<file path="config.mk">
export PLATFORM = sky130hd
export DESIGN_NAME = trace_column_rasterizer_unit
export DESIGN_NICKNAME = d
export VERILOG_FILES = /design/src/sv/tcr_pkg.sv /design/src/sv/tcr_ctrl.sv /design/src/sv/tcr_datapath.sv /design/src/sv/trace_column_rasterizer_unit.sv
export SDC_FILE = /design/constraint.sdc
export NUM_CORES = 1
export LEC_CHECK = 0
export ABC_AREA = 1
export ABC_CLOCK_PERIOD_IN_PS = 5800
export BUFFER_PORTS_ARGS = -buffer_cell sky130_fd_sc_hd__buf_2
export CORE_MARGIN = 1
export CORE_UTILIZATION = 60
export CTS_BUF_LIST = sky130_fd_sc_hd__clkbuf_16
export CTS_CLUSTER_SIZE = 20
export DETAILED_ROUTE_END_ITERATION = 6
export PLACE_DENSITY = 0.81
export SLEW_MARGIN = 20
export SYNTH_ARGS = -nofsm -noshare
export SYNTH_HDL_FRONTEND = slang
export SYNTH_SLANG_ARGS = --single-unit
</file>
<file path="constraint.sdc">
create_clock -name clk_i -period 5.8 [get_ports clk_i]
set_input_delay 0.58 -clock clk_i [delete_from_list [all_inputs] [get_ports clk_i]]
set_output_delay 0.58 -clock clk_i [all_outputs]
set_load 0.005 [all_outputs]
</file>
<file path="src/sv/tcr_pkg.sv">
// Shared types and constants for the trace column rasteriser.
`default_nettype none

package tcr_pkg;

  // Configuration register indexes
  localparam logic CFG_FIRST_COLUMN = 1'b0;
  localparam logic CFG_LINE_COLOUR  = 1'b1;

  // Reset values of the configuration registers
  localparam logic [7:0] FIRST_COLUMN_RST = 8'd4;
  localparam logic [7:0] LINE_COLOUR_RST  = 8'd0;

  // Column counter saturates here
  localparam logic [8:0] COL_CNT_MAX = 9'd511;

  typedef struct packed {
    logic               start_of_trace;
    logic               sample_valid;
    logic signed [15:0] sample_row;
  } in_req_t;

  typedef struct packed {
    logic [7:0] pixel_column;
    logic [5:0] pixel_row;
    logic [7:0] pixel_colour;
    logic       last_write;
  } out_req_t;

  // Controller to datapath
  typedef struct packed {
    logic accept;
    logic setup;
    logic push_sample;
    logic push_fill;
  } tcr_cmd_t;

  // Datapath to controller
  typedef struct packed {
    logic sample_wr;
    logic fill_en;
    logic fill_last;
    logic out_free;
  } tcr_sts_t;

endpackage

`default_nettype wire

</file>
<file path="src/sv/tcr_ctrl.sv">
// Controller: sequences accept, span setup, sample write and gap fill.
`default_nettype none

module tcr_ctrl
  import tcr_pkg::*;
(
  input  wire logic     clk_i,
  input  wire logic     rst_ni,
  input  wire logic     in_valid_i,
  output logic          in_ready_o,
  input  wire tcr_sts_t sts_i,
  output tcr_cmd_t      cmd_o
);

  typedef enum logic [1:0] {
    S_IDLE,
    S_SETUP,
    S_SAMPLE,
    S_FILL
  } state_e;

  state_e state_q;
  logic   in_ready_q;

  assign in_ready_o = in_ready_q;

  // Commands follow the state and the output register's room
  always_comb begin
    cmd_o.accept      = (state_q == S_IDLE) && in_valid_i;
    cmd_o.setup       = (state_q == S_SETUP);
    cmd_o.push_sample = (state_q == S_SAMPLE) && sts_i.sample_wr && sts_i.out_free;
    cmd_o.push_fill   = (state_q == S_FILL) && sts_i.out_free;
  end

  // State and registered ready
  always_ff @(posedge clk_i or negedge rst_ni) begin
    if (!rst_ni) begin
      state_q    <= S_IDLE;
      in_ready_q <= 1'b1;
    end else begin
      case (state_q)
        S_IDLE: begin
          if (in_valid_i) begin
            state_q    <= S_SETUP;
            in_ready_q <= 1'b0;
          end
        end
        S_SETUP: begin
          state_q <= S_SAMPLE;
        end
        S_SAMPLE: begin
          if (!sts_i.sample_wr || sts_i.out_free) begin
            if (sts_i.fill_en) begin
              state_q <= S_FILL;
            end else begin
              state_q    <= S_IDLE;
              in_ready_q <= 1'b1;
            end
          end
        end
        S_FILL: begin
          if (sts_i.out_free && sts_i.fill_last) begin
            state_q    <= S_IDLE;
            in_ready_q <= 1'b1;
          end
        end
        default: begin
          state_q    <= S_IDLE;
          in_ready_q <= 1'b1;
        end
      endcase
    end
  end

endmodule

`default_nettype wire

</file>
<file path="src/sv/tcr_datapath.sv">
// Datapath: trace state, span clamp and split, row walker, output register.
`default_nettype none

module tcr_datapath
  import tcr_pkg::*;
#(
  parameter int PLOT_WIDTH  = 256,
  parameter int PLOT_HEIGHT = 64
) (
  input  wire logic     clk_i,
  input  wire logic     rst_ni,
  input  wire logic     cfg_we_i,
  input  wire logic     cfg_idx_i,
  input  wire logic [7:0] cfg_data_i,
  input  wire in_req_t  in_data_i,
  input  wire tcr_cmd_t cmd_i,
  output tcr_sts_t      sts_o,
  output logic          out_valid_o,
  input  wire logic     out_ready_i,
  output out_req_t      out_data_o
);

  localparam logic [8:0]         PlotWidthC = 9'(PLOT_WIDTH);
  localparam logic [5:0]         RowMaxC    = 6'(PLOT_HEIGHT - 1);
  localparam logic signed [15:0] RowMaxS    = 16'(PLOT_HEIGHT - 1);
  localparam logic [16:0]        HeightC    = 17'(PLOT_HEIGHT);

  // Configuration
  logic [7:0] first_column_q, line_colour_q;

  // Trace state
  logic [8:0]         col_cnt_q;
  logic signed [15:0] prev_row_q;
  logic               prev_valid_q, at_first_q;

  // Current request
  logic signed [15:0] row_q, base_row_q;
  logic [8:0]         col_q;
  logic               fill_chk_q, sample_wr_q;

  // Fill walk
  logic       fill_en_q, desc_q;
  logic [5:0] mid_q, y_q, end_q;

  // Output register
  logic     out_valid_q;
  out_req_t out_data_q;

  // Accept side: column of this request
  logic [8:0] col_d;
  logic       first_d;
  always_comb begin
    col_d   = in_data_i.start_of_trace ? {1'b0, first_column_q} : col_cnt_q;
    first_d = in_data_i.start_of_trace | at_first_q;
  end

  // Span setup: gap size, clamp to plot, midpoint, walk bounds
  logic signed [16:0] diff;
  logic [16:0]        mag;
  logic               gap_ok, desc_d, prev_ok, cur_ok, part_ok, span_ok;
  logic [5:0]         a_cl, b_cl, lo, hi, mid_d, start_d, end_full, end_part;
  logic [6:0]         sum, span;

  function automatic logic [5:0] clamp_row(input logic signed [15:0] r);
    logic [5:0] res;
    if (r < 16'sd0) begin
      res = 6'd0;
    end else if (r > RowMaxS) begin
      res = RowMaxC;
    end else begin
      res = r[5:0];
    end
    return res;
  endfunction

  always_comb begin
    diff     = {row_q[15], row_q} - {base_row_q[15], base_row_q};
    desc_d   = diff[16];
    mag      = desc_d ? 17'(-diff) : 17'(diff);
    gap_ok   = (mag > 17'd1) && (mag <= HeightC);
    a_cl     = clamp_row(base_row_q);
    b_cl     = clamp_row(row_q);
    lo       = desc_d ? b_cl : a_cl;
    hi       = desc_d ? a_cl : b_cl;
    span     = {1'b0, hi} - {1'b0, lo};
    // A rising span of one still writes its lower row in the current column
    span_ok  = desc_d ? (span >= 7'd2) : (span != 7'd0);
    sum      = {1'b0, hi} + {1'b0, lo};
    mid_d    = sum[6:1];
    prev_ok  = ((col_q - 9'd1) < PlotWidthC);
    cur_ok   = (col_q < PlotWidthC);
    start_d  = desc_d ? (hi - 6'd1) : ((span == 7'd1) ? lo : (lo + 6'd1));
    end_full = desc_d ? (lo + 6'd1) : (hi - 6'd1);
    end_part = desc_d ? (mid_d + 6'd1) : (mid_d - 6'd1);
    part_ok  = desc_d ? ({1'b0, hi} >= ({1'b0, mid_d} + 7'd2))
                      : (({1'b0, lo} + 7'd2) <= {1'b0, mid_d});
  end

  // Fill pixel column: previous column on the previous sample's side
  logic       use_prev;
  logic [8:0] fill_col;
  always_comb begin
    use_prev = desc_q ? (y_q > mid_q) : (y_q < mid_q);
    fill_col = use_prev ? (col_q - 9'd1) : col_q;
  end

  assign sts_o.sample_wr = sample_wr_q;
  assign sts_o.fill_en   = fill_en_q;
  assign sts_o.fill_last = (y_q == end_q);
  assign sts_o.out_free  = !out_valid_q || out_ready_i;

  assign out_valid_o = out_valid_q;
  assign out_data_o  = out_data_q;

  // Configuration registers
  always_ff @(posedge clk_i or negedge rst_ni) begin
    if (!rst_ni) begin
      first_column_q <= FIRST_COLUMN_RST;
      line_colour_q  <= LINE_COLOUR_RST;
    end else if (cfg_we_i) begin
      case (cfg_idx_i)
        CFG_FIRST_COLUMN: first_column_q <= cfg_data_i;
        CFG_LINE_COLOUR:  line_colour_q  <= cfg_data_i;
        default: ;
      endcase
    end
  end

  // Trace state, updated as each request is taken
  always_ff @(posedge clk_i or negedge rst_ni) begin
    if (!rst_ni) begin
      col_cnt_q    <= {1'b0, FIRST_COLUMN_RST};
      prev_row_q   <= '0;
      prev_valid_q <= 1'b0;
      at_first_q   <= 1'b1;
    end else if (cmd_i.accept) begin
      col_cnt_q    <= (col_d < COL_CNT_MAX) ? col_d + 9'd1 : COL_CNT_MAX;
      prev_row_q   <= in_data_i.sample_row;
      prev_valid_q <= in_data_i.sample_valid;
      at_first_q   <= 1'b0;
    end
  end

  // Request capture
  always_ff @(posedge clk_i) begin
    if (cmd_i.accept) begin
      row_q       <= in_data_i.sample_row;
      base_row_q  <= prev_row_q;
      col_q       <= col_d;
      fill_chk_q  <= in_data_i.sample_valid && !first_d && prev_valid_q && (col_d != 9'd0);
      sample_wr_q <= in_data_i.sample_valid && !in_data_i.sample_row[15]
                     && ($signed(in_data_i.sample_row) <= RowMaxS)
                     && (col_d < PlotWidthC);
    end
  end

  // Walk setup and row stepping
  always_ff @(posedge clk_i) begin
    if (cmd_i.setup) begin
      fill_en_q <= fill_chk_q && gap_ok && prev_ok && span_ok && (cur_ok || part_ok);
      desc_q    <= desc_d;
      mid_q     <= mid_d;
      y_q       <= start_d;
      end_q     <= cur_ok ? end_full : end_part;
    end else if (cmd_i.push_fill) begin
      y_q <= desc_q ? (y_q - 6'd1) : (y_q + 6'd1);
    end
  end

  // Output register
  always_ff @(posedge clk_i or negedge rst_ni) begin
    if (!rst_ni) begin
      out_valid_q <= 1'b0;
    end else if (cmd_i.push_sample || cmd_i.push_fill) begin
      out_valid_q <= 1'b1;
    end else if (out_ready_i) begin
      out_valid_q <= 1'b0;
    end
  end

  always_ff @(posedge clk_i) begin
    if (cmd_i.push_sample) begin
      out_data_q.pixel_column <= col_q[7:0];
      out_data_q.pixel_row    <= row_q[5:0];
      out_data_q.pixel_colour <= line_colour_q;
      out_data_q.last_write   <= !fill_en_q;
    end else if (cmd_i.push_fill) begin
      out_data_q.pixel_column <= fill_col[7:0];
      out_data_q.pixel_row    <= y_q;
      out_data_q.pixel_colour <= line_colour_q;
      out_data_q.last_write   <= sts_o.fill_last;
    end
  end

endmodule

`default_nettype wire

</file>
<file path="src/sv/trace_column_rasterizer_unit.sv">
// Top level of the trace column rasteriser: controller plus datapath.
//
// Input channel (in_valid_i/in_ready_o/in_data_i) takes one sample request
// per plot column; output channel (out_valid_o/out_ready_i/out_data_o)
// gives framebuffer pixel writes, last_write set on the final write of a
// request. A request with no writes produces nothing on the output.
// Configuration: cfg_we_i writes cfg_data_i to register cfg_idx_i
// (0 first column, 1 line colour); write only while idle.
// Sequence: a request is taken, passes the setup state, and its first write
// is loaded into the output register from the sample state, or from the
// fill state when only the fill writes. Writes then leave one per cycle from
// the single output register while the receiver is ready, and no new request
// is taken until the last write of the current one is loaded; in_ready_o is
// high only between requests.
// Reset clears the trace: next column is the reset first column (4), no
// previous sample, and the registers return to their reset values.
// When the receiver stalls, the output register holds its write and the
// row walker waits; nothing is lost or repeated.
`default_nettype none

module trace_column_rasterizer_unit
  import tcr_pkg::*;
#(
  parameter int PLOT_WIDTH  = 256,
  parameter int PLOT_HEIGHT = 64
) (
  input  wire logic       clk_i,
  input  wire logic       rst_ni,
  input  wire logic       cfg_we_i,
  input  wire logic       cfg_idx_i,
  input  wire logic [7:0] cfg_data_i,
  input  wire logic       in_valid_i,
  output logic            in_ready_o,
  input  wire in_req_t    in_data_i,
  output logic            out_valid_o,
  input  wire logic       out_ready_i,
  output out_req_t        out_data_o
);

  tcr_cmd_t cmd;
  tcr_sts_t sts;

  tcr_ctrl u_ctrl (
    .clk_i      (clk_i),
    .rst_ni     (rst_ni),
    .in_valid_i (in_valid_i),
    .in_ready_o (in_ready_o),
    .sts_i      (sts),
    .cmd_o      (cmd)
  );

  tcr_datapath #(
    .PLOT_WIDTH  (PLOT_WIDTH),
    .PLOT_HEIGHT (PLOT_HEIGHT)
  ) u_datapath (
    .clk_i       (clk_i),
    .rst_ni      (rst_ni),
    .cfg_we_i    (cfg_we_i),
    .cfg_idx_i   (cfg_idx_i),
    .cfg_data_i  (cfg_data_i),
    .in_data_i   (in_data_i),
    .cmd_i       (cmd),
    .sts_o       (sts),
    .out_valid_o (out_valid_o),
    .out_ready_i (out_ready_i),
    .out_data_o  (out_data_o)
  );

  // Controller issues at most one command per cycle
  a_cmd_onehot: assert property (@(posedge clk_i) disable iff (!rst_ni)
    $onehot0({cmd.accept, cmd.setup, cmd.push_sample, cmd.push_fill}))
    else $error("more than one controller command at once");

  // A write is only loaded when the output register has room
  a_push_room: assert property (@(posedge clk_i) disable iff (!rst_ni)
    (cmd.push_sample || cmd.push_fill) |-> (!out_valid_o || out_ready_i))
    else $error("write loaded over a pending write");

  // Taking a request closes the input until it is finished
  a_ready_drop: assert property (@(posedge clk_i) disable iff (!rst_ni)
    (in_valid_i && in_ready_o) |=> !in_ready_o)
    else $error("input stayed open after a request was taken");

  // Every write lands inside the plot height
  a_row_range: assert property (@(posedge clk_i) disable iff (!rst_ni)
    out_valid_o |-> (out_data_o.pixel_row <= 6'(PLOT_HEIGHT - 1)))
    else $error("pixel row outside the plot");

endmodule

`default_nettype wire

</file>
==> results of run 1 <==
## sequential cells by signal, indices dropped and copies added, names as in the netlist, 6 cells and up
signal / flops
u_datapath.base_row_q: 16
u_datapath.col_cnt_q: 9
u_datapath.col_q: 9
u_datapath.end_q: 6
u_datapath.first_column_q: 8
u_datapath.line_colour_q: 8
u_datapath.mid_q: 6
u_datapath.out_data_o: 23
u_datapath.prev_row_q: 16
u_datapath.row_q: 16
u_datapath.y_q: 6
## cells in the final DEF, fill, tap and decap left out, types with 10 or more instances in the layout
| master | count |
|---|---|
| nor2_1 | 92 |
| a21oi_1 | 33 |
| o21ai_0 | 70 |
| nand2_2 | 11 |
| ha_1 | 61 |
| clkbuf_16 | 17 |
| inv_1 | 198 |
| o21ai_1 | 12 |
| nand2_1 | 304 |
| nand3_1 | 69 |
| nand4_1 | 17 |
| xor2_1 | 31 |
| or2_2 | 10 |
| xnor2_1 | 11 |
| edfxtp_1 | 86 |
| dfrtp_1 | 43 |
| buf_2 | 55 |
## per-layer routing
metal | vias up | share of wire
li1 | 3848 | -
met4 | 0 | 0.022
met2 | 240 | 0.51
met1 | 3564 | 0.42
met3 | 45 | 0.047
met5 | - | 0
## area by class of cell
type | instances | area share
flip-flops and latches | 133 | 0.373
clock buffers | 17 | 0.0422
well taps | 184 | 0.0228
repair buffers | 64 | 0.0340
clock inverters | 15 | 0.0166
multi-input cells | 794 | 0.435
inverters | 204 | 0.0759
## through the flow
| stage | std cells | instance area (sq um) |
|---|---|---|
| 2_1_floorplan | 1148 | 9030 |
| 3_3_place_gp | 1379 | 9490 |
| 3_5_place_dp | 1379 | 9490 |
| 4_1_cts | 1411 | 10100 |
| 5_1_grt | 1411 | 10100 |
| 6_report | 1411 | 10100 |
## power groups by stage
stage	clock, mW	combinational (mW)	sequential (mW)
2_1_floorplan	0	3.06	1.64
3_3_place_gp	0	3.87	1.67
3_5_place_dp	0	3.97	1.68
4_1_cts	1.09	4.02	1.67
5_1_grt	1.13	4.62	1.70
6_report	1.08	4.05	1.67
## final timing paths
kind / start / endpoint / slack (ns) / cells after the start
max in group asynchronous: rst_ni / u_datapath.prev_row_q[8] / 5.18 / 1
worst max-delay path: u_datapath.base_row_q[0] / u_datapath.fill_en_q / 0.49 / 29
min in group clk_i: in_data_i[13] / u_datapath.row_q[13] / 0.34 / 1
worst min-delay path: rst_ni / u_datapath.out_valid_o / 0.16 / 1
worst min register to register: u_datapath.line_colour_q[1] / u_datapath.out_data_o[2] / 0.44 / 0
worst max register to register: u_datapath.base_row_q[0] / u_datapath.fill_en_q / 0.49 / 29
## worst max-delay path: cells and delay by family (launching register included)
kind                     cells  cell delay (ns)
adder cells (fa/ha/maj)      4             1.40
buffers and inverters        4             0.53
AND/OR/NAND/NOR             16             1.67
AO/OA/AOI/OAI                4             0.94
XOR/XNOR                     1             0.10
flip-flops                   1             0.40
## logic make-up after synthesis
group | count (synthesis) | share of synthesized area
AND/OR/NAND/NOR | 532 | 0.252
AO/OA/AOI/OAI | 155 | 0.0987
adder cells (fa/ha/maj) | 65 | 0.0934
flip-flops | 133 | 0.417
XOR/XNOR | 42 | 0.0407
buffers and inverters | 221 | 0.0982
==> impl_metrics.csv, run 1 <==
group,metric,value,unit
run_status,outcome,"finished, final reports clean",
cts,cts_tree,"yes",
detailed_routing,dr.pass1.iters,5,
hold_path,hp-class,"in2async",
detailed_routing,final_antenna_net_count,0,
global_routing,grt-busiest-layer,"met2",
sta,final.setup.tns,0,ns
cts,cts_buffers,17,
cts,clockBufferDepth,2,
pwr,seqPwrFrac,0.246,
finish,fill_cells,1128,
critical_path,path_class,"reg2reg",
sta,setup-violations-final,0,
synthesis,synth_cell_type_count,50,
finish,diodes,0,
sta,min_period,5.31,ns
synthesis,syn_area,9030,sq um
floorplan,fp.dieH,125,um
placement,pre_cts_ws,0.578,ns
floorplan,dieArea,15500,sq um
cts,clk_latency,0.42,ns
sta,min_period_over_period,0.915,
synthesis,synth_edf_count,86,
floorplan,boundaryPins,57,
synthesis,synth_common_cells,"nand2_1, inv_1, nor2_1",
global_routing,grt_usage,0.286,
pwr,pwr_density_cell,674,nW/um^2
sta,fin_skew,0.00546,ns
floorplan,core_area,14600,sq um
critical_path,worst-endpoint-arrival,5.49,ns
synthesis,netlist_instances,1148,
cts,cts_sinks,133,
global_routing,use_met2,0.497,
pwr,p_comb_frac,0.595,
global_routing,grt_pass1_vias,7431,
pwr,p_sw,3.22,mW
synthesis,async_flop_share,0.353,
floorplan,start_util,0.619,
synthesis,synth.area.top_cells,"edfxtp_1, nand2_1, dfrtp_1",
global_routing,use_met3,0.0442,
floorplan,rows,44,
sta,fmax,188,MHz
synthesis,syn_avg_cell_area,7.87,sq um
pwr,clkPwrFrac,0.159,
global_routing,grt_util_met1,0.359,
run,maxCapViolCount,0,
detailed_routing,wirelength,21500,um
detailed_routing,drtIter0Drc,517,
critical_path,crit_top_cell,"nand2_1",
finish,ff_latch_area,3760,sq um
cts,root_buffer,"clkbuf_16",
floorplan,die_x,125,um
global_routing,grt_max_degree,59,
critical_path,cp-start-kind,"register",
pwr,intPower,3.58,mW
placement,portBuffers,56,
synthesis,yosysWarnings,0,
pwr,power,6.80,mW
cts,path_clk_slew,0.06,ns
synthesis,ys_seq_area_frac,0.417,
synthesis,synth_ff_type,"edfxtp_1",
cts,htree_levels,4,
placement,dpl.hpwl,16100,um
detailed_routing,vias_per_cell,5.45,
finish,area_growth,11.7,%
sta,hold_viol,0,
synthesis,post-synth-top-count-cell,"nand2_1",
finish,drive_gt1_frac,0.121,
sta,worst_slack,0.490,ns
critical_path,required,5.98,ns
pwr,max-vdd-ir-drop,0.000382,V
global_routing,grt_antenna_before_repair,0,
synthesis,synthesis.nets,1245,
detailed_routing,num_vias,7697,
synthesis,synth_top_area_share,0.286,
cts,cts_resized,0,
global_routing,overflow,0,
sta,whs,0.164,ns
cts,cts_hold_buf,0,
synthesis,yosysTopAreaCell,"edfxtp_1",
sta,rsz0062_at_grt,"false",
cts,cts_setup_buffers,0,
critical_path,slowest_delay,0.43,ns
finish,fin_nets,1311,
detailed_routing,wl_per_cell,15.2,um
critical_path,crit_fanout,30,
placement,gp_congestion,0.935,
sta,report.final.slew_viol_count,0,
finish,final_core_util,0.691,
synthesis,synth-seq-cells,133,
critical_path,cp_slowest_cell,"ha_1",
critical_path,end_kind,"register",
detailed_routing,drc_errors,0,
sta,worstMarginPinSlew,0.925,ns
sta,max_slew_margin,0.377,
global_routing,grt_pass1_wl,35200,um
pwr,p_sw_frac,0.473,
pwr,leakagePower,5.01,nW
finish,multi_input_area,4390,sq um
No activity file was read; power rests on OpenSTA's default activity.
==> inputs of run 2 (changes only) <==
--- a/config.mk
+++ b/config.mk
@@ -5,7 +5,6 @@
 export SDC_FILE = /design/constraint.sdc
 export NUM_CORES = 1
 export LEC_CHECK = 0
-export ABC_AREA = 1
 export ABC_CLOCK_PERIOD_IN_PS = 5800
 export BUFFER_PORTS_ARGS = -buffer_cell sky130_fd_sc_hd__buf_2
 export CORE_MARGIN = 1
==> impl_metrics.csv, run 2 <==
group,metric,value,unit
run_status,outcome,"finished, final reports clean",
cts,cts_sinks,133,
run,maxCapViolCount,0,
sta,rsz0062_at_grt,"false",
synthesis,yosysTopAreaCell,"edfxtp_1",
detailed_routing,wl_per_cell,17.5,um
synthesis,synth-seq-cells,133,
critical_path,cp-start-kind,"register",
finish,fill_cells,1008,
detailed_routing,wl_met3,1050,um
critical_path,path_class,"reg2reg",
synthesis,post-synth-top-count-cell,"nand2_1",
placement,gp_congestion,0.961,
synthesis,netlist_instances,862,
cts,cts_buffers,17,
cts,cts_hold_buf,0,
floorplan,fp.dieH,121,um
detailed_routing,drc_errors,0,
detailed_routing,maxUsedRoutingLayer,"met4",
detailed_routing,wl_met1,8660,um
critical_path,worst-endpoint-arrival,5.64,ns
detailed_routing,vias_per_cell,5.95,
global_routing,grt_pass1_wl,32100,um
cts,root_buffer,"clkbuf_16",
detailed_routing,wl_met2,9580,um
placement,placed_area,9040,sq um
finish,regMostFlops,"u_datapath.out_data_o",
critical_path,end_kind,"register",
finish,final_core_util,0.705,
sta,setup-violations-final,0,
synthesis,synth_cell_type_count,72,
synthesis,syn_area,8480,sq um
sta,min_period_over_period,0.929,
sta,final.setup.tns,0,ns
floorplan,dieArea,14600,sq um
sta,worstMarginPinSlew,0.851,ns
synthesis,ys_seq_area_frac,0.444,
detailed_routing,final_antenna_net_count,0,
sta,max_slew_margin,0.425,
placement,dpl.hpwl,14400,um
sta,fmax,186,MHz
synthesis,async_flop_share,0.353,
floorplan,die_x,121,um
detailed_routing,wirelength,19800,um
synthesis,synth.area.top_cells,"edfxtp_1, dfrtp_1, ha_1",
synthesis,syn_avg_cell_area,9.84,sq um
detailed_routing,num_vias,6711,
cts,clockBufferDepth,2,
detailed_routing,dr.pass1.iters,5,
pwr,max-vdd-ir-drop,0.000320,V
floorplan,rows,43,
critical_path,crit_fanout,6,
sta,hold_viol,0,
pwr,intPower,2.33,mW
cts,htree_levels,4,
floorplan,boundaryPins,57,
synthesis,synth_top_area_share,0.305,
finish,largest_register_ffs,23,
pwr,leakagePower,4.20,nW
pwr,power,3.43,mW
pwr,pwr_density_cell,352,nW/um^2
finish,final_area,9750,sq um
global_routing,grt_antenna_before_repair,0,
placement,portBuffers,56,
synthesis,yosysWarnings,0,
sta,min_period,5.39,ns
cts,path_clk_slew,0.07,ns
detailed_routing,drtIter0Drc,681,
global_routing,grt_usage,0.287,
finish,final_common_cell,"nand2_1",
hold_path,hp-class,"in2async",
pwr,p_sw,1.10,mW
finish,layout_common_cells,"nand2_1, edfxtp_1, inv_1",
global_routing,grt_max_degree,54,
synthesis,synth_common_cells,"nand2_1, edfxtp_1, inv_1",
synthesis,synthesis.nets,959,
pwr,seqPwrFrac,0.421,
critical_path,required,6.05,ns
global_routing,grt_pass1_vias,6459,
floorplan,start_util,0.613,
floorplan,core_area,13800,sq um
pwr,p_sw_frac,0.321,
synthesis,synth_ff_type,"edfxtp_1",
sta,report.final.slew_viol_count,0,
cts,cts_tree,"yes",
synthesis,synth_edf_count,86,
pwr,p_comb_frac,0.246,
finish,diodes,0,
finish,drive_gt1_frac,0.168,
finish,area_growth,15.0,%
global_routing,overflow,0,
cts,clk_latency,0.43,ns
sta,fin_skew,0.0124,ns
finish,fin_nets,1032,
pwr,clkPwrFrac,0.333,
## run 2: changes by cell type after synthesis, sizes merged, moves of 22 or more
cell and delta:
mux2 +22, nand2 -219, inv -129, nor2 -25
o21ai -40, xnor2 +31, nand3 -50
## run 2: area by class of cell
type                       instances  area (sq um)  area share
multi-input combinational        633          4430       0.454
sequential                       133          3760       0.386
clock buffer                      17           425      0.0436
timing repair buffer              75           423      0.0434
inverter                          75           282      0.0289
tap                              180           225      0.0231
clock inverter                    15           204      0.0209
## run 2: through the flow
stage | hold slack, ns | instances | worst slack (ns)
final | 0.237 | 1128 | 0.412
after global routing | 0.295 | 1128 | 0.0921
after CTS | 0.271 | 1126 | 0.0643
after detailed placement | 0.431 | 1094 | 0.0700
after global placement | 0.423 | 1094 | 0.383
after floorplan | 0.284 | 862 | 0.207
## run 2: kinds of logic after synthesis
logic type	after synthesis	synth area share
AOI/OAI and AO/OA	181	0.134
xor gates and xnor gates	64	0.0679
adders and majority gates	66	0.101
buffers and inverters	96	0.0431
DFF	133	0.444
muxes	42	0.0528
and+or+nand+nor	280	0.158
## run 2: worst max-delay path: stages (launching register included)
cell,delay [ns]
edfxtp_1,0.42
ha_1,0.26
fa_2,0.38
nand2b_1,0.22
a21oi_4,0.19
a21oi_1,0.13
o31ai_2,0.26
buf_4,0.19
a21boi_0,0.09
or2_2,0.35
ha_1,0.22
ha_1,0.20
nor3_1,0.20
nor2_1,0.06
buf_4,0.15
inv_1,0.13
ha_1,0.26
nor2b_1,0.13
o21a_1,0.17
o21a_1,0.17
o21ai_0,0.15
nand2b_1,0.07
a21oi_1,0.18
o22ai_1,0.11
o21ai_0,0.17
a21oi_1,0.09
nor4_2,0.26
## run 2: power by group through the flow
stage,Clock (mW),Combinational (mW),Sequential [mW]
floorplan,0,0.594,1.41
global placement,0,0.781,1.44
detailed placement,0,0.820,1.46
CTS,1.15,0.837,1.44
global route,1.19,0.943,1.47
finish,1.14,0.845,1.44
## run 2: timing repair
item,in CTS,in global routing
buffers inserted,0,2
gates resized for setup,0,14
hold endpoints to repair,0,0
setup endpoints to repair,0,4
## run 2: metal layers
| metal | up-vias | GRT usage |
|---|---|---|
| li1 | 3245 | - |
| met1 | 3200 | 0.376 |
| met2 | 225 | 0.474 |
| met3 | 41 | 0.0545 |
| met4 | 0 | 0.105 |
| met5 | - | 0 |
## run 2: final timing paths
| path | start | endpoint | slack [ns] | cells after the start |
|---|---|---|---|---|
| min reg2reg | u_datapath.prev_row_q[3] | u_datapath.base_row_q[3] | 0.44 | 0 |
| max in group asynchronous | rst_ni | u_datapath.prev_row_q[9] | 5.12 | 2 |
| min | rst_ni | u_datapath.out_valid_o | 0.24 | 2 |
| min in group clk_i | in_data_i[1] | u_datapath.row_q[1] | 0.34 | 1 |
| max | u_datapath.base_row_q[0] | u_datapath.fill_en_q | 0.41 | 26 |
| max reg2reg | u_datapath.base_row_q[0] | u_datapath.fill_en_q | 0.41 | 26 |
==> inputs of run 3 (changes only) <==
--- a/config.mk
+++ b/config.mk
@@ -5,6 +5,7 @@
 export SDC_FILE = /design/constraint.sdc
 export NUM_CORES = 1
 export LEC_CHECK = 0
+export ABC_AREA = 0
 export ABC_CLOCK_PERIOD_IN_PS = 5800
 export BUFFER_PORTS_ARGS = -buffer_cell sky130_fd_sc_hd__buf_2
 export CORE_MARGIN = 1
@@ -12,8 +13,10 @@
 export CTS_BUF_LIST = sky130_fd_sc_hd__clkbuf_16
 export CTS_CLUSTER_SIZE = 20
 export DETAILED_ROUTE_END_ITERATION = 6
+export HOLD_SLACK_MARGIN = 0.02
 export PLACE_DENSITY = 0.81
 export SLEW_MARGIN = 20
 export SYNTH_ARGS = -nofsm -noshare
 export SYNTH_HDL_FRONTEND = slang
+export SYNTH_HIERARCHICAL = 1
 export SYNTH_SLANG_ARGS = --single-unit
==> impl_metrics.csv, run 3 <==
group,metric,value,unit
global_routing,grt_usage,0.293,
synthesis,yosysTopAreaCell,"edfxtp_1",
sta,final.setup.tns,0,ns
cts,clockBufferDepth,2,
sta,max_slew_margin,0.467,
placement,dpl.hpwl,15200,um
critical_path,cp-start-kind,"register",
sta,fin_skew,0.0160,ns
synthesis,synth-seq-cells,133,
synthesis,synthesis.nets,929,
sta,min_period_over_period,0.950,
global_routing,grt_pass1_vias,6547,
floorplan,fp.dieH,123,um
finish,final_area,9980,sq um
critical_path,crit_fanout,6,
floorplan,die_x,123,um
cts,cts_tree,"yes",
critical_path,rr_worst_depth,25,
finish,regMostFlops,"u_datapath/out_data_o",
global_routing,overflow,0,
global_routing,grt_max_degree,49,
synthesis,syn_area,8790,sq um
detailed_routing,num_vias,6769,
cts,path_clk_slew,0.07,ns
finish,final_common_cell,"edfxtp_1",
sta,report.final.slew_viol_count,0,
synthesis,synth_top_area_share,0.294,
critical_path,reg2reg_to,"u_datapath/fill_en_q",
global_routing,grt_antenna_before_repair,0,
cts,cts_buffers,17,
placement,portBuffers,56,
synthesis,synth_ff_type,"edfxtp_1",
hold_path,hp-class,"in2async",
critical_path,end_kind,"register",
cts,root_buffer,"clkbuf_16",
critical_path,cp_slowest_cell,"edfxtp_1",
synthesis,synth_common_cells,"edfxtp_1, inv_1, ha_1",
synthesis,async_flop_share,0.353,
critical_path,required,5.96,ns
detailed_routing,vias_per_cell,6.20,
global_routing,grt_pass1_wl,33300,um
detailed_routing,final_antenna_net_count,0,
detailed_routing,wirelength,21400,um
finish,largest_register_ffs,23,
cts,clk_latency,0.43,ns
floorplan,start_util,0.623,
critical_path,worst-endpoint-arrival,5.67,ns
floorplan,dieArea,15100,sq um
finish,fill_cells,989,
finish,fin_cells,1092,
critical_path,r2r_start,"u_datapath/row_q[0]",
synthesis,post-synth-top-count-cell,"edfxtp_1",
critical_path,r2r_slack,0.29,ns
detailed_routing,dr.pass1.iters,6,
critical_path,path_class,"reg2reg",
sta,rsz0062_at_grt,"false",
sta,worstMarginPinSlew,0.793,ns
sta,fmax,181,MHz
finish,layout_common_cells,"edfxtp_1, inv_1, ha_1",
sta,hold_viol,0,
cts,cts_sinks,133,
detailed_routing,wl_per_cell,19.6,um
finish,drive_gt1_frac,0.213,
floorplan,rows,43,
placement,dp_cells,1058,
finish,area_growth,13.5,%
sta,setup-violations-final,0,
synthesis,synth.area.top_cells,"edfxtp_1, dfrtp_1, ha_1",
synthesis,synth_edf_count,86,
synthesis,yosysWarnings,6,
critical_path,slowest_delay,0.40,ns
placement,placed_area,9290,sq um
detailed_routing,drc_errors,0,
synthesis,syn_avg_cell_area,10.6,sq um
finish,diodes,0,
synthesis,synth_cell_type_count,89,
floorplan,boundaryPins,57,
cts,htree_levels,4,
placement,gp_congestion,0.942,
floorplan,core_area,14100,sq um
sta,min_period,5.51,ns
critical_path,crit_top_cell,"a21o_1",
synthesis,netlist_instances,831,
run,maxCapViolCount,0,
run_status,outcome,"finished, final reports clean",
finish,fin_nets,997,
synthesis,ys_seq_area_frac,0.428,
detailed_routing,drtIter0Drc,688,
run 3: cell types whose count changed after synthesis, moves of 4 or more:
cell,change
a21o_1,+8
a21oi_1,-13
and3_1,-5
buf_4,+4
clkbuf_1,-4
inv_1,-5
mux2_2,+26
nand2_1,-56
nand3_1,+7
nor2_1,-14
o2111ai_1,+4
o21ai_0,-15
o31ai_1,+5
or4_1,-5
run 3: worst max path at each step:
stage | startpoint | to | slack, ns | depth (start not counted)
5_1_grt | u_datapath/row_q[0] | u_datapath/fill_en_q | 0.03 | 26
6_report | u_datapath/row_q[0] | u_datapath/fill_en_q | 0.29 | 25
4_1_cts | u_datapath/row_q[0] | u_datapath/fill_en_q | 0.12 | 25
2_1_floorplan | u_datapath/row_q[0] | u_datapath/fill_en_q | 0.10 | 26
3_5_place_dp | u_datapath/row_q[0] | u_datapath/fill_en_q | 0.13 | 25
3_3_place_gp | u_datapath/row_q[0] | u_datapath/y_q[4] | 0.41 | 21
run 3: layout make-up:
type | instances | area (sq um) | area share
clock buffers | 20 | 500 | 0.0502
clock inverters | 12 | 135 | 0.0135
inverters | 69 | 262 | 0.0262
multi-input cells | 603 | 4660 | 0.468
flip-flops and latches | 133 | 3760 | 0.377
well taps | 180 | 225 | 0.0226
repair buffers | 75 | 425 | 0.0426
run 3: worst max-delay path, delay by kind of cell (launching register included):
| family | cells | cell delay (ns) |
|---|---|---|
| xor gates and xnor gates | 1 | 0.19 |
| DFF | 1 | 0.40 |
| buffers and inverters | 5 | 0.47 |
| AOI/OAI and AO/OA | 10 | 1.85 |
| and+or+nand+nor | 3 | 0.54 |
| muxes | 1 | 0.26 |
| adders and majority gates | 5 | 1.54 |
run 3: kinds of logic (layout without fill, tap and decap cells):
kind of cell,count (synthesis),in the layout,synth area share
multiplexers,67,67,0.0852
flip-flops,133,133,0.428
AND/OR/NAND/NOR,222,222,0.132
XOR/XNOR,63,63,0.0637
buffers and inverters,95,176,0.0451
AO/OA/AOI/OAI,185,185,0.147
adder cells (fa/ha/maj),66,66,0.0983
run 3: timing repair:
item	in CTS	in global routing
hold buffers	0	0
endpoints found under the setup margin	0	5
gates resized for setup	0	9
setup buffers	0	2
run 3: through the flow:
stage | hold WS, ns | worst slack (ns) | util
CTS | 0.343 | 0.124 | 0.704
floorplan | 0.284 | 0.103 | -
detailed placement | 0.434 | 0.134 | 0.659
global placement | 0.423 | 0.411 | 0.659
global route | 0.224 | 0.0321 | 0.708
finish | 0.183 | 0.289 | 0.708
run 3: per-layer routing:
metal	wire, um	GRT usage	share of wire	up-vias
li1	-	-	-	3192
met1	9040	0.370	0.42	3251
met2	10600	0.500	0.50	270
met3	1140	0.0535	0.054	56
met4	563	0.114	0.026	0
met5	0	0	0	-
Power of run 3 is not shown: default switching activity piles up to over one toggle a cycle in this logic, so the estimate is an artifact.
